===== config.mk =====
export PLATFORM = sky130hd
export DESIGN_NAME = frame_header_crc_checker_top_flat
export DESIGN_NICKNAME = d
export VERILOG_FILES = /design/src/hw/rtl/fhcc_pkg.sv /design/src/hw/rtl/fhcc_in_if.sv /design/src/hw/rtl/fhcc_out_if.sv /design/src/hw/rtl/frame_header_crc_checker_top.sv /design/src/hw/rtl/fhcc_frame_state.sv /design/src/hw/rtl/fhcc_status_check.sv /design/src/flat_wrapper.sv
export SDC_FILE = /design/constraint.sdc
export NUM_CORES = 1
export LEC_CHECK = 0
export BUFFER_PORTS_ARGS = -buffer_cell sky130_fd_sc_hd__buf_2
export CORE_UTILIZATION = 40
export DETAILED_ROUTE_END_ITERATION = 8
export PLACE_DENSITY = 0.61
export SYNTH_ARGS = -nofsm -noshare
export SYNTH_HDL_FRONTEND = slang
export SYNTH_SLANG_ARGS = --single-unit

===== constraint.sdc =====
create_clock -name i_clk -period 13.7 [get_ports i_clk]
set_input_delay 0.685 -clock i_clk [delete_from_list [all_inputs] [get_ports i_clk]]
set_output_delay 0.685 -clock i_clk [all_outputs]
set_load 0.01 [all_outputs]

===== src/hw/rtl/fhcc_pkg.sv =====
package fhcc_pkg;

    localparam int HEADER_BYTES  = 24;
    localparam int HDR_IDX_W     = $clog2(HEADER_BYTES);
    localparam int COUNT_W       = 17;
    localparam int CRC_COVER_END = 20;
    localparam int CFG_DATA_W    = 16;
    localparam int CFG_INDEX_W   = 3;

    localparam logic [31:0]        CRC_POLY  = 32'hedb88320;
    localparam logic [31:0]        CRC_INIT  = 32'hffffffff;
    localparam logic [COUNT_W-1:0] COUNT_MAX = {COUNT_W{1'b1}};

    localparam logic [3:0] ST_OK        = 4'd0;
    localparam logic [3:0] ST_TRUNCATED = 4'd1;
    localparam logic [3:0] ST_MAGIC     = 4'd2;
    localparam logic [3:0] ST_VERSION   = 4'd3;
    localparam logic [3:0] ST_CLASS     = 4'd4;
    localparam logic [3:0] ST_FLAGS     = 4'd5;
    localparam logic [3:0] ST_RESERVED  = 4'd6;
    localparam logic [3:0] ST_OVERSIZED = 4'd7;
    localparam logic [3:0] ST_CRC       = 4'd8;

    localparam logic [CFG_INDEX_W-1:0] REG_FRAME_MAGIC   = 3'd0;
    localparam logic [CFG_INDEX_W-1:0] REG_SUPP_MAJOR    = 3'd1;
    localparam logic [CFG_INDEX_W-1:0] REG_MAX_MINOR     = 3'd2;
    localparam logic [CFG_INDEX_W-1:0] REG_FLAGS_MASK    = 3'd3;
    localparam logic [CFG_INDEX_W-1:0] REG_MAX_CLASS     = 3'd4;
    localparam logic [CFG_INDEX_W-1:0] REG_MAX_PAYLOAD   = 3'd5;

    typedef logic [HEADER_BYTES-1:0][7:0] t_header;

    typedef struct packed {
        logic [COUNT_W-1:0] count;
        logic [31:0]        crc;
        t_header            header;
    } t_frame_view;

    typedef struct packed {
        logic [15:0] frame_magic;
        logic [7:0]  major_ver;
        logic [7:0]  max_minor;
        logic [7:0]  allowed_flags_mask;
        logic [7:0]  max_msg_class;
        logic [15:0] max_payload;
    } t_config;

    typedef struct packed {
        logic [3:0]  status;
        logic [7:0]  major;
        logic [7:0]  minor;
        logic [7:0]  msg_class;
        logic [7:0]  frame_flags;
        logic [15:0] msg_type;
        logic [31:0] req_id;
        logic [31:0] sequence_number;
        logic [15:0] payload_length;
    } t_result;

    function automatic logic [31:0] crc_byte(input logic [31:0] c, input logic [7:0] b);
        logic [31:0] x;
        x = c ^ {24'd0, b};
        for (int k = 0; k < 8; k++) begin
            x = x[0] ? ((x >> 1) ^ CRC_POLY) : (x >> 1);
        end
        return x;
    endfunction

endpackage


===== src/hw/rtl/fhcc_in_if.sv =====
interface fhcc_in_if;
    logic       valid;
    logic       ready;
    logic [7:0] data_byte;
    logic       last_byte;

    modport source (output valid, output data_byte, output last_byte, input ready);
    modport sink   (input valid, input data_byte, input last_byte, output ready);
endinterface


===== src/hw/rtl/fhcc_out_if.sv =====
interface fhcc_out_if;
    logic        valid;
    logic        ready;
    logic [3:0]  status;
    logic [7:0]  major;
    logic [7:0]  minor;
    logic [7:0]  msg_class;
    logic [7:0]  frame_flags;
    logic [15:0] msg_type;
    logic [31:0] req_id;
    logic [31:0] sequence_number;
    logic [15:0] payload_length;

    modport source (
        output valid, output status, output major, output minor, output msg_class,
        output frame_flags, output msg_type, output req_id,
        output sequence_number, output payload_length, input ready
    );
    modport sink (
        input valid, input status, input major, input minor, input msg_class,
        input frame_flags, input msg_type, input req_id,
        input sequence_number, input payload_length, output ready
    );
endinterface


===== src/hw/rtl/frame_header_crc_checker_top.sv =====
// Frame header and CRC checker. Frames arrive one byte per beat on i_in, with last_byte set on
// the final beat; each final beat yields exactly one result beat on o_out, and other beats yield
// none. A beat is taken every cycle unless a final byte waits on an untaken result: each byte
// passes an input register, one pass of byte count, header store and an unrolled eight-step
// CRC-32 update, and, on the final byte, the header checks into the result register, which
// offers the result. Only a final byte waits while an earlier result has not been taken. The
// status code follows a fixed priority: truncated header, bad magic, version, class, flags,
// reserved, oversized payload, length short or long, CRC. Fields are zero unless status is ok.
// The user writes registers through i_cfg_* only with no frame in flight; the block won't check.
module frame_header_crc_checker_top (
    input  logic                                i_clk,
    input  logic                                i_rst_n,
    input  logic                                i_cfg_wr_en,
    input  logic [fhcc_pkg::CFG_INDEX_W-1:0]    i_cfg_index,
    input  logic [fhcc_pkg::CFG_DATA_W-1:0]     i_cfg_data,
    fhcc_in_if.sink                             i_in,
    fhcc_out_if.source                          o_out
);

    fhcc_pkg::t_config     r_cfg;
    fhcc_pkg::t_frame_view view;
    fhcc_pkg::t_result     check_res;
    fhcc_pkg::t_result     r_res;

    logic       r_in_valid;
    logic [7:0] r_byte;
    logic       r_last;
    logic       r_out_valid;
    logic       out_free;
    logic       s1_adv;
    logic       in_ready;

    assign out_free = !r_out_valid || o_out.ready;
    assign s1_adv   = r_in_valid && (!r_last || out_free);
    assign in_ready = !r_in_valid || s1_adv;

    always_ff @(posedge i_clk) begin
        if (!i_rst_n) begin
            r_cfg.frame_magic        <= 16'd0;
            r_cfg.major_ver          <= 8'd1;
            r_cfg.max_minor          <= 8'd0;
            r_cfg.allowed_flags_mask <= 8'd0;
            r_cfg.max_msg_class      <= 8'd0;
            r_cfg.max_payload        <= 16'hffff;
        end else if (i_cfg_wr_en) begin
            case (i_cfg_index)
                fhcc_pkg::REG_FRAME_MAGIC: r_cfg.frame_magic        <= i_cfg_data;
                fhcc_pkg::REG_SUPP_MAJOR:  r_cfg.major_ver          <= i_cfg_data[7:0];
                fhcc_pkg::REG_MAX_MINOR:   r_cfg.max_minor          <= i_cfg_data[7:0];
                fhcc_pkg::REG_FLAGS_MASK:  r_cfg.allowed_flags_mask <= i_cfg_data[7:0];
                fhcc_pkg::REG_MAX_CLASS:   r_cfg.max_msg_class      <= i_cfg_data[7:0];
                fhcc_pkg::REG_MAX_PAYLOAD: r_cfg.max_payload        <= i_cfg_data;
                default: ;
            endcase
        end
    end

    always_ff @(posedge i_clk) begin
        if (!i_rst_n) begin
            r_in_valid <= 1'b0;
        end else if (in_ready) begin
            r_in_valid <= i_in.valid;
        end
    end

    always_ff @(posedge i_clk) begin
        if (in_ready && i_in.valid) begin
            r_byte <= i_in.data_byte;
            r_last <= i_in.last_byte;
        end
    end

    fhcc_frame_state u_state (
        .i_clk   (i_clk),
        .i_rst_n (i_rst_n),
        .i_adv   (s1_adv),
        .i_byte  (r_byte),
        .i_last  (r_last),
        .o_view  (view)
    );

    fhcc_status_check u_check (
        .i_view   (view),
        .i_cfg    (r_cfg),
        .o_result (check_res)
    );

    always_ff @(posedge i_clk) begin
        if (!i_rst_n) begin
            r_out_valid <= 1'b0;
        end else if (s1_adv && r_last) begin
            r_out_valid <= 1'b1;
        end else if (o_out.ready) begin
            r_out_valid <= 1'b0;
        end
    end

    always_ff @(posedge i_clk) begin
        if (s1_adv && r_last) begin
            r_res <= check_res;
        end
    end

    assign i_in.ready            = in_ready;
    assign o_out.valid           = r_out_valid;
    assign o_out.status          = r_res.status;
    assign o_out.major           = r_res.major;
    assign o_out.minor           = r_res.minor;
    assign o_out.msg_class       = r_res.msg_class;
    assign o_out.frame_flags     = r_res.frame_flags;
    assign o_out.msg_type        = r_res.msg_type;
    assign o_out.req_id          = r_res.req_id;
    assign o_out.sequence_number = r_res.sequence_number;
    assign o_out.payload_length  = r_res.payload_length;

    a_fields_zero: assert property (@(posedge i_clk) disable iff (!i_rst_n)
        r_out_valid && r_res.status != fhcc_pkg::ST_OK |->
            r_res.major == 8'd0 && r_res.req_id == 32'd0 &&
            r_res.sequence_number == 32'd0 && r_res.payload_length == 16'd0)
        else $error("header fields nonzero on error status");

    a_status_range: assert property (@(posedge i_clk) disable iff (!i_rst_n)
        r_out_valid |-> r_res.status <= fhcc_pkg::ST_CRC)
        else $error("status code out of range");

    a_last_held: assert property (@(posedge i_clk) disable iff (!i_rst_n)
        r_in_valid && r_last && r_out_valid && !o_out.ready |=> r_in_valid && r_last)
        else $error("last beat dropped while result pending");

endmodule


===== src/hw/rtl/fhcc_frame_state.sv =====
module fhcc_frame_state (
    input  logic                 i_clk,
    input  logic                 i_rst_n,
    input  logic                 i_adv,
    input  logic [7:0]           i_byte,
    input  logic                 i_last,
    output fhcc_pkg::t_frame_view o_view
);

    logic [fhcc_pkg::COUNT_W-1:0] r_count, n_count;
    logic [31:0]                  r_crc, n_crc;
    fhcc_pkg::t_header            r_header, n_header;
    logic                         crc_cover;

    always_comb begin
        n_header = r_header;
        if (r_count < fhcc_pkg::COUNT_W'(fhcc_pkg::HEADER_BYTES)) begin
            n_header[r_count[fhcc_pkg::HDR_IDX_W-1:0]] = i_byte;
        end
        crc_cover = (r_count < fhcc_pkg::COUNT_W'(fhcc_pkg::CRC_COVER_END)) ||
                    (r_count >= fhcc_pkg::COUNT_W'(fhcc_pkg::HEADER_BYTES));
        n_crc   = crc_cover ? fhcc_pkg::crc_byte(r_crc, i_byte) : r_crc;
        n_count = (r_count == fhcc_pkg::COUNT_MAX) ? r_count : r_count + 1'b1;
    end

    assign o_view = '{count: n_count, crc: n_crc, header: n_header};

    always_ff @(posedge i_clk) begin
        if (!i_rst_n) begin
            r_count <= '0;
            r_crc   <= fhcc_pkg::CRC_INIT;
        end else if (i_adv) begin
            if (i_last) begin
                r_count <= '0;
                r_crc   <= fhcc_pkg::CRC_INIT;
            end else begin
                r_count <= n_count;
                r_crc   <= n_crc;
            end
        end
    end

    always_ff @(posedge i_clk) begin
        if (i_adv && !i_last) begin
            r_header <= n_header;
        end
    end

    // The end of a frame returns the running state to its start values.
    a_frame_clear: assert property (@(posedge i_clk) disable iff (!i_rst_n)
        i_adv && i_last |=> r_count == '0 && r_crc == fhcc_pkg::CRC_INIT)
        else $error("frame state not cleared after last beat");

    a_count_sat: assert property (@(posedge i_clk) disable iff (!i_rst_n)
        i_adv && !i_last && r_count == fhcc_pkg::COUNT_MAX |=> r_count == fhcc_pkg::COUNT_MAX)
        else $error("byte count wrapped");

endmodule


===== src/hw/rtl/fhcc_status_check.sv =====
module fhcc_status_check (
    input  fhcc_pkg::t_frame_view i_view,
    input  fhcc_pkg::t_config     i_cfg,
    output fhcc_pkg::t_result     o_result
);

    fhcc_pkg::t_header            h;
    logic [15:0]                  plen;
    logic [fhcc_pkg::COUNT_W-1:0] expect_size;
    logic [3:0]                   status;

    assign h           = i_view.header;
    assign plen        = {h[17], h[16]};
    assign expect_size = fhcc_pkg::COUNT_W'(fhcc_pkg::HEADER_BYTES) + {1'b0, plen};

    always_comb begin
        if (i_view.count < fhcc_pkg::COUNT_W'(fhcc_pkg::HEADER_BYTES)) begin
            status = fhcc_pkg::ST_TRUNCATED;
        end else if ({h[1], h[0]} != i_cfg.frame_magic) begin
            status = fhcc_pkg::ST_MAGIC;
        end else if (h[2] != i_cfg.major_ver || h[3] > i_cfg.max_minor) begin
            status = fhcc_pkg::ST_VERSION;
        end else if (h[4] > i_cfg.max_msg_class) begin
            status = fhcc_pkg::ST_CLASS;
        end else if ((h[5] & ~i_cfg.allowed_flags_mask) != 8'd0) begin
            status = fhcc_pkg::ST_FLAGS;
        end else if ({h[19], h[18]} != 16'd0) begin
            status = fhcc_pkg::ST_RESERVED;
        end else if (plen > i_cfg.max_payload) begin
            status = fhcc_pkg::ST_OVERSIZED;
        end else if (i_view.count < expect_size) begin
            status = fhcc_pkg::ST_TRUNCATED;
        end else if (i_view.count > expect_size) begin
            status = fhcc_pkg::ST_OVERSIZED;
        end else if ((i_view.crc ^ fhcc_pkg::CRC_INIT) != {h[23], h[22], h[21], h[20]}) begin
            status = fhcc_pkg::ST_CRC;
        end else begin
            status = fhcc_pkg::ST_OK;
        end
    end

    always_comb begin
        o_result        = '0;
        o_result.status = status;
        if (status == fhcc_pkg::ST_OK) begin
            o_result.major           = h[2];
            o_result.minor           = h[3];
            o_result.msg_class       = h[4];
            o_result.frame_flags     = h[5];
            o_result.msg_type        = {h[7], h[6]};
            o_result.req_id          = {h[11], h[10], h[9], h[8]};
            o_result.sequence_number = {h[15], h[14], h[13], h[12]};
            o_result.payload_length  = plen;
        end
    end

endmodule

===== src/flat_wrapper.sv =====
// flat-port wrapper written by rule: the top's interface ports become plain ports
module frame_header_crc_checker_top_flat 
  (i_clk, i_rst_n, i_cfg_wr_en, i_cfg_index, i_cfg_data, i_in_valid, i_in_data_byte, i_in_last_byte, i_in_ready, o_out_valid, o_out_status, o_out_major, o_out_minor, o_out_msg_class, o_out_frame_flags, o_out_msg_type, o_out_req_id, o_out_sequence_number, o_out_payload_length, o_out_ready);
  fhcc_in_if i_in_i ();
  fhcc_out_if o_out_i ();
  input  logic i_clk;
  input  logic i_rst_n;
  input  logic i_cfg_wr_en;
  input  logic [fhcc_pkg::CFG_INDEX_W-1:0] i_cfg_index;
  input  logic [fhcc_pkg::CFG_DATA_W-1:0] i_cfg_data;
  input wire logic [$bits(i_in_i.valid)-1:0] i_in_valid;
  input wire logic [$bits(i_in_i.data_byte)-1:0] i_in_data_byte;
  input wire logic [$bits(i_in_i.last_byte)-1:0] i_in_last_byte;
  output wire logic [$bits(i_in_i.ready)-1:0] i_in_ready;
  output wire logic [$bits(o_out_i.valid)-1:0] o_out_valid;
  output wire logic [$bits(o_out_i.status)-1:0] o_out_status;
  output wire logic [$bits(o_out_i.major)-1:0] o_out_major;
  output wire logic [$bits(o_out_i.minor)-1:0] o_out_minor;
  output wire logic [$bits(o_out_i.msg_class)-1:0] o_out_msg_class;
  output wire logic [$bits(o_out_i.frame_flags)-1:0] o_out_frame_flags;
  output wire logic [$bits(o_out_i.msg_type)-1:0] o_out_msg_type;
  output wire logic [$bits(o_out_i.req_id)-1:0] o_out_req_id;
  output wire logic [$bits(o_out_i.sequence_number)-1:0] o_out_sequence_number;
  output wire logic [$bits(o_out_i.payload_length)-1:0] o_out_payload_length;
  input wire logic [$bits(o_out_i.ready)-1:0] o_out_ready;
  assign i_in_i.valid = i_in_valid;
  assign i_in_i.data_byte = i_in_data_byte;
  assign i_in_i.last_byte = i_in_last_byte;
  assign i_in_ready = i_in_i.ready;
  assign o_out_valid = o_out_i.valid;
  assign o_out_status = o_out_i.status;
  assign o_out_major = o_out_i.major;
  assign o_out_minor = o_out_i.minor;
  assign o_out_msg_class = o_out_i.msg_class;
  assign o_out_frame_flags = o_out_i.frame_flags;
  assign o_out_msg_type = o_out_i.msg_type;
  assign o_out_req_id = o_out_i.req_id;
  assign o_out_sequence_number = o_out_i.sequence_number;
  assign o_out_payload_length = o_out_i.payload_length;
  assign o_out_i.ready = o_out_ready;
  frame_header_crc_checker_top u_core (.i_clk(i_clk), .i_rst_n(i_rst_n), .i_cfg_wr_en(i_cfg_wr_en), .i_cfg_index(i_cfg_index), .i_cfg_data(i_cfg_data), .i_in(i_in_i), .o_out(o_out_i));
endmodule

==> results.ini <==
[status]
status=completed

[floorplanning]
die_h_um=239
ios=167
die_x_um=239
rows=86
start_util_pct=40.7
die_area_um2=57300
core_area_um2=55400

[hold_path]
hp-class=in2reg

[final_layout]
fillers=5119
syn_to_final_growth_pct=13.7
final_area_um2=25600
final_nets=2226
drive_gt1_share_pct=17.9
n_antenna_cell=0
multi_input_area_um2=9430
instances_no_fill=2928
regArea_um2=12300

[placement]
port_buffers=166
place_hpwl_mm=40.7
place_inst=2838
place_congestion=0.911
place_area_um2=24000
pre_cts_ws_ps=7720

[synthesis]
syn_nets=2102
syn_area_per_cell_um2=11.2
synth_top_family_by_area=simple AND/OR/NAND/NOR gates
synth_seq_cells=448
synthMuxAreaShare_pct=7.49
synthAdderAreaFrac_pct=2.94
yosysWarnings=0
ys_types=69
ys_seq_area_share_pct=54.6
synth_xor_area_share_pct=7.40
synth-compound-area-share_pct=9.77
syn_inst=2016
synth-simple-area-share_pct=14.1
netlist_area_um2=22500
synth-main-ff-cell=edfxtp_1
synth_enable_flop_cells=333
synthArstFlopShare_pct=0

[drt]
wl_per_cell_um=20.9
ant_nets=0
via_per_inst=5.38
drt-total-wl_mm=61.2
route.vias.total=15765
drcViolationCount=0
drt-pass1-iter-count=5
drtIter0Drc=1164

[timing]
setup_viol=0
layout_min_cycle_time_ps=6000
fmax_mhz=167
postLayoutSetupSlackWorst_ps=7700
fin_hold_ws_ps=270
hold_viol_final=0
tns_ps=0
min_period_over_period_pct=43.8
clock_skew_ps=21.0
slew_viol_final=0
rsz0062_at_grt=no
tightest_slew_ps=1230
slew_headroom_pct=18.1

[setup_path]
crit_family=simple AND/OR/NAND/NOR gates
end_kind=flip-flop
slowest_stage=or4_1
cp_max_fo=105
cp-start-kind=flip-flop
cpPeakStageDelay_ps=620
crit_chain=or4_1 > nor4_4 > buf_4 > nand4_1 > mux2_2 > ha_1 > a21o_1 > a21o_1 > a21oi_1 > a22oi_1 > nor3_1 > nand4_1 > nor4_1 > nand4_1 > buf_4 > nor2b_1
arrival_ps=6440
cp_common_cell=nand4_1
path_class=reg2reg
cp_num_buf_inv=2
cp_data_required_time_ps=14130

[grt]
grtUsageTotal_pct=21.4
grt_pass1_wl_mm=93.3
grt-ovfl-total=0
grt_antenna_before_repair=0
grt_pass1_vias=15465
grt_start_max_net_pins=106

[run]
max-cap-violations=0

[clock_network]
cts-root-buf=clkbuf_16
clock_latency_ps=600
cts_tree=done
cts_hold_buf=0
clock_path_buffers=3
cts_resized=0
cts_sinks=448
cts_buffers=48
h-tree-depth=2
path_clk_slew_ps=60
cts_setup_buffers=0

[power_and_ir_drop]
power_density_nw_per_um2=123
ir_worst_vdd_mv=0.0965
total_leakage_power_nw=9.87

## worst paths after layout
path / startpoint / endpoint / slack [ps] / cells past startpoint
setup reg to reg: u_core.u_state.r_count[5] / u_core.o_out.req_id[20] / 7700 / 16
hold reg to reg: u_core.r_cfg[36] / u_core.r_cfg[36] / 470 / 2
hold / removal: i_in_data_byte[6] / u_core.r_byte[6] / 270 / 1
setup / recovery: u_core.u_state.r_count[5] / u_core.o_out.req_id[20] / 7700 / 16
## metrics by stage
stage                     util, %  power [mW]
after global placement       43.3        1.86
final                        46.3        3.16
after detailed placement     43.3        1.87
after global routing         46.3        3.28
after CTS                    46.3        3.19
after floorplan                 -        1.77
## cells in the mapped netlist (48+ instances only)
master	count	area share (%)
o21ai_0	101	2.2
inv_1	80	1.3
nor2_1	65	1.1
clkbuf_1	97	1.6
xor2_1	48	1.9
a21boi_0	52	1.7
dfxtp_1	115	10
nor2b_1	122	3.4
ha_1	53	2.9
mux2_2	108	5.4
nand2_1	295	4.9
a21oi_1	59	1.3
xnor2_1	94	3.7
edfxtp_1	333	44
## logic make-up after synthesis
logic type | Yosys count
compound gates | 346
xor+xnor | 161
fa+ha+maj | 53
buf+inv | 200
flops | 448
mux | 155
simple gates | 653
## metal layers
| metal | track usage, % | part of all wire (%) | vias to the layer above |
|---|---|---|---|
| li1 | - | - | 7469 |
| met1 | 29.1 | 46 | 7750 |
| met5 | 0 | 0 | - |
| met3 | 3.28 | 4.9 | 78 |
| met4 | 5.87 | 2.2 | 0 |
| met2 | 35.2 | 47 | 468 |
## state kept, by name (all words and copies together) (netlist names)
| register | count |
|---|---|
| u_core.u_state.r_header | 192 |
| u_core.r_cfg | 64 |
| u_core.o_out.req_id | 32 |
| u_core.o_out.sequence_number | 32 |
| u_core.u_state.r_crc | 32 |
| u_core.u_state.r_count | 17 |
| u_core.o_out.msg_type | 16 |
| u_core.o_out.payload_length | 16 |
| u_core.o_out.frame_flags | 8 |
| u_core.o_out.major | 8 |
| u_core.o_out.minor | 8 |
| u_core.o_out.msg_class | 8 |
| u_core.r_byte | 8 |
| u_core.o_out.status | 4 |
| u_core.o_out.valid | 1 |
| u_core.r_in_valid | 1 |
| u_core.r_last | 1 |
## cells in the final DEF, fill, tap and decap left out, types with 6 or more instances in the layout
cell type,synthesis,routed
edfxtp_1,333,333
nand2_1,295,295
buf_2,8,166
nor2b_1,122,122
dfxtp_1,115,115
mux2_2,108,108
o21ai_0,101,101
xnor2_1,94,94
inv_1,80,79
nor2_1,65,63
a21oi_1,59,58
ha_1,53,53
a21boi_0,52,52
xor2_1,48,48
clkbuf_16,0,48
mux2i_1,46,46
nand3_1,37,37
o22ai_1,31,31
buf_4,5,28
nand4_1,23,23
nor4_1,20,20
nor3_1,21,20
and3_1,20,20
o211ai_1,19,19
xnor3_1,16,16
a22oi_1,15,15
clkbuf_1,97,14
a21o_1,12,12
clkinv_2,0,8
nand2b_1,7,7
or4_1,6,6
or2_2,6,6
o21a_1,6,6
a31oi_1,6,6
clkinv_1,0,6
## where the power goes
part | internal [mW] | switching, mW | leakage [nW] | total (mW)
combinational | 0.140 | 0.193 | 4.83 | 0.333
clock | 0.767 | 0.557 | 0.784 | 1.32
sequential | 1.48 | 0.0234 | 4.26 | 1.51
## worst reg2reg max path, cell delays in order, from the launching register on
cell and delay, ps:
dfxtp_1 430, or4_1 620, nor4_4 310, buf_4 320
nand4_1 550, mux2_2 510, ha_1 290, a21o_1 160
a21o_1 180, a21oi_1 200, a22oi_1 180, nor3_1 240
nand4_1 250, nor4_1 560, nand4_1 190, buf_4 460
nor2b_1 400
## layout make-up
type	instances	share of cell area, %
clock buffers	65	5.05
flip-flops and latches	448	48.0
well taps	748	3.65
repair buffers	194	4.06
clock inverters	25	1.28
multi-input cells	1368	36.8
inverters	80	1.19
(Power assumes the default switching activity.)
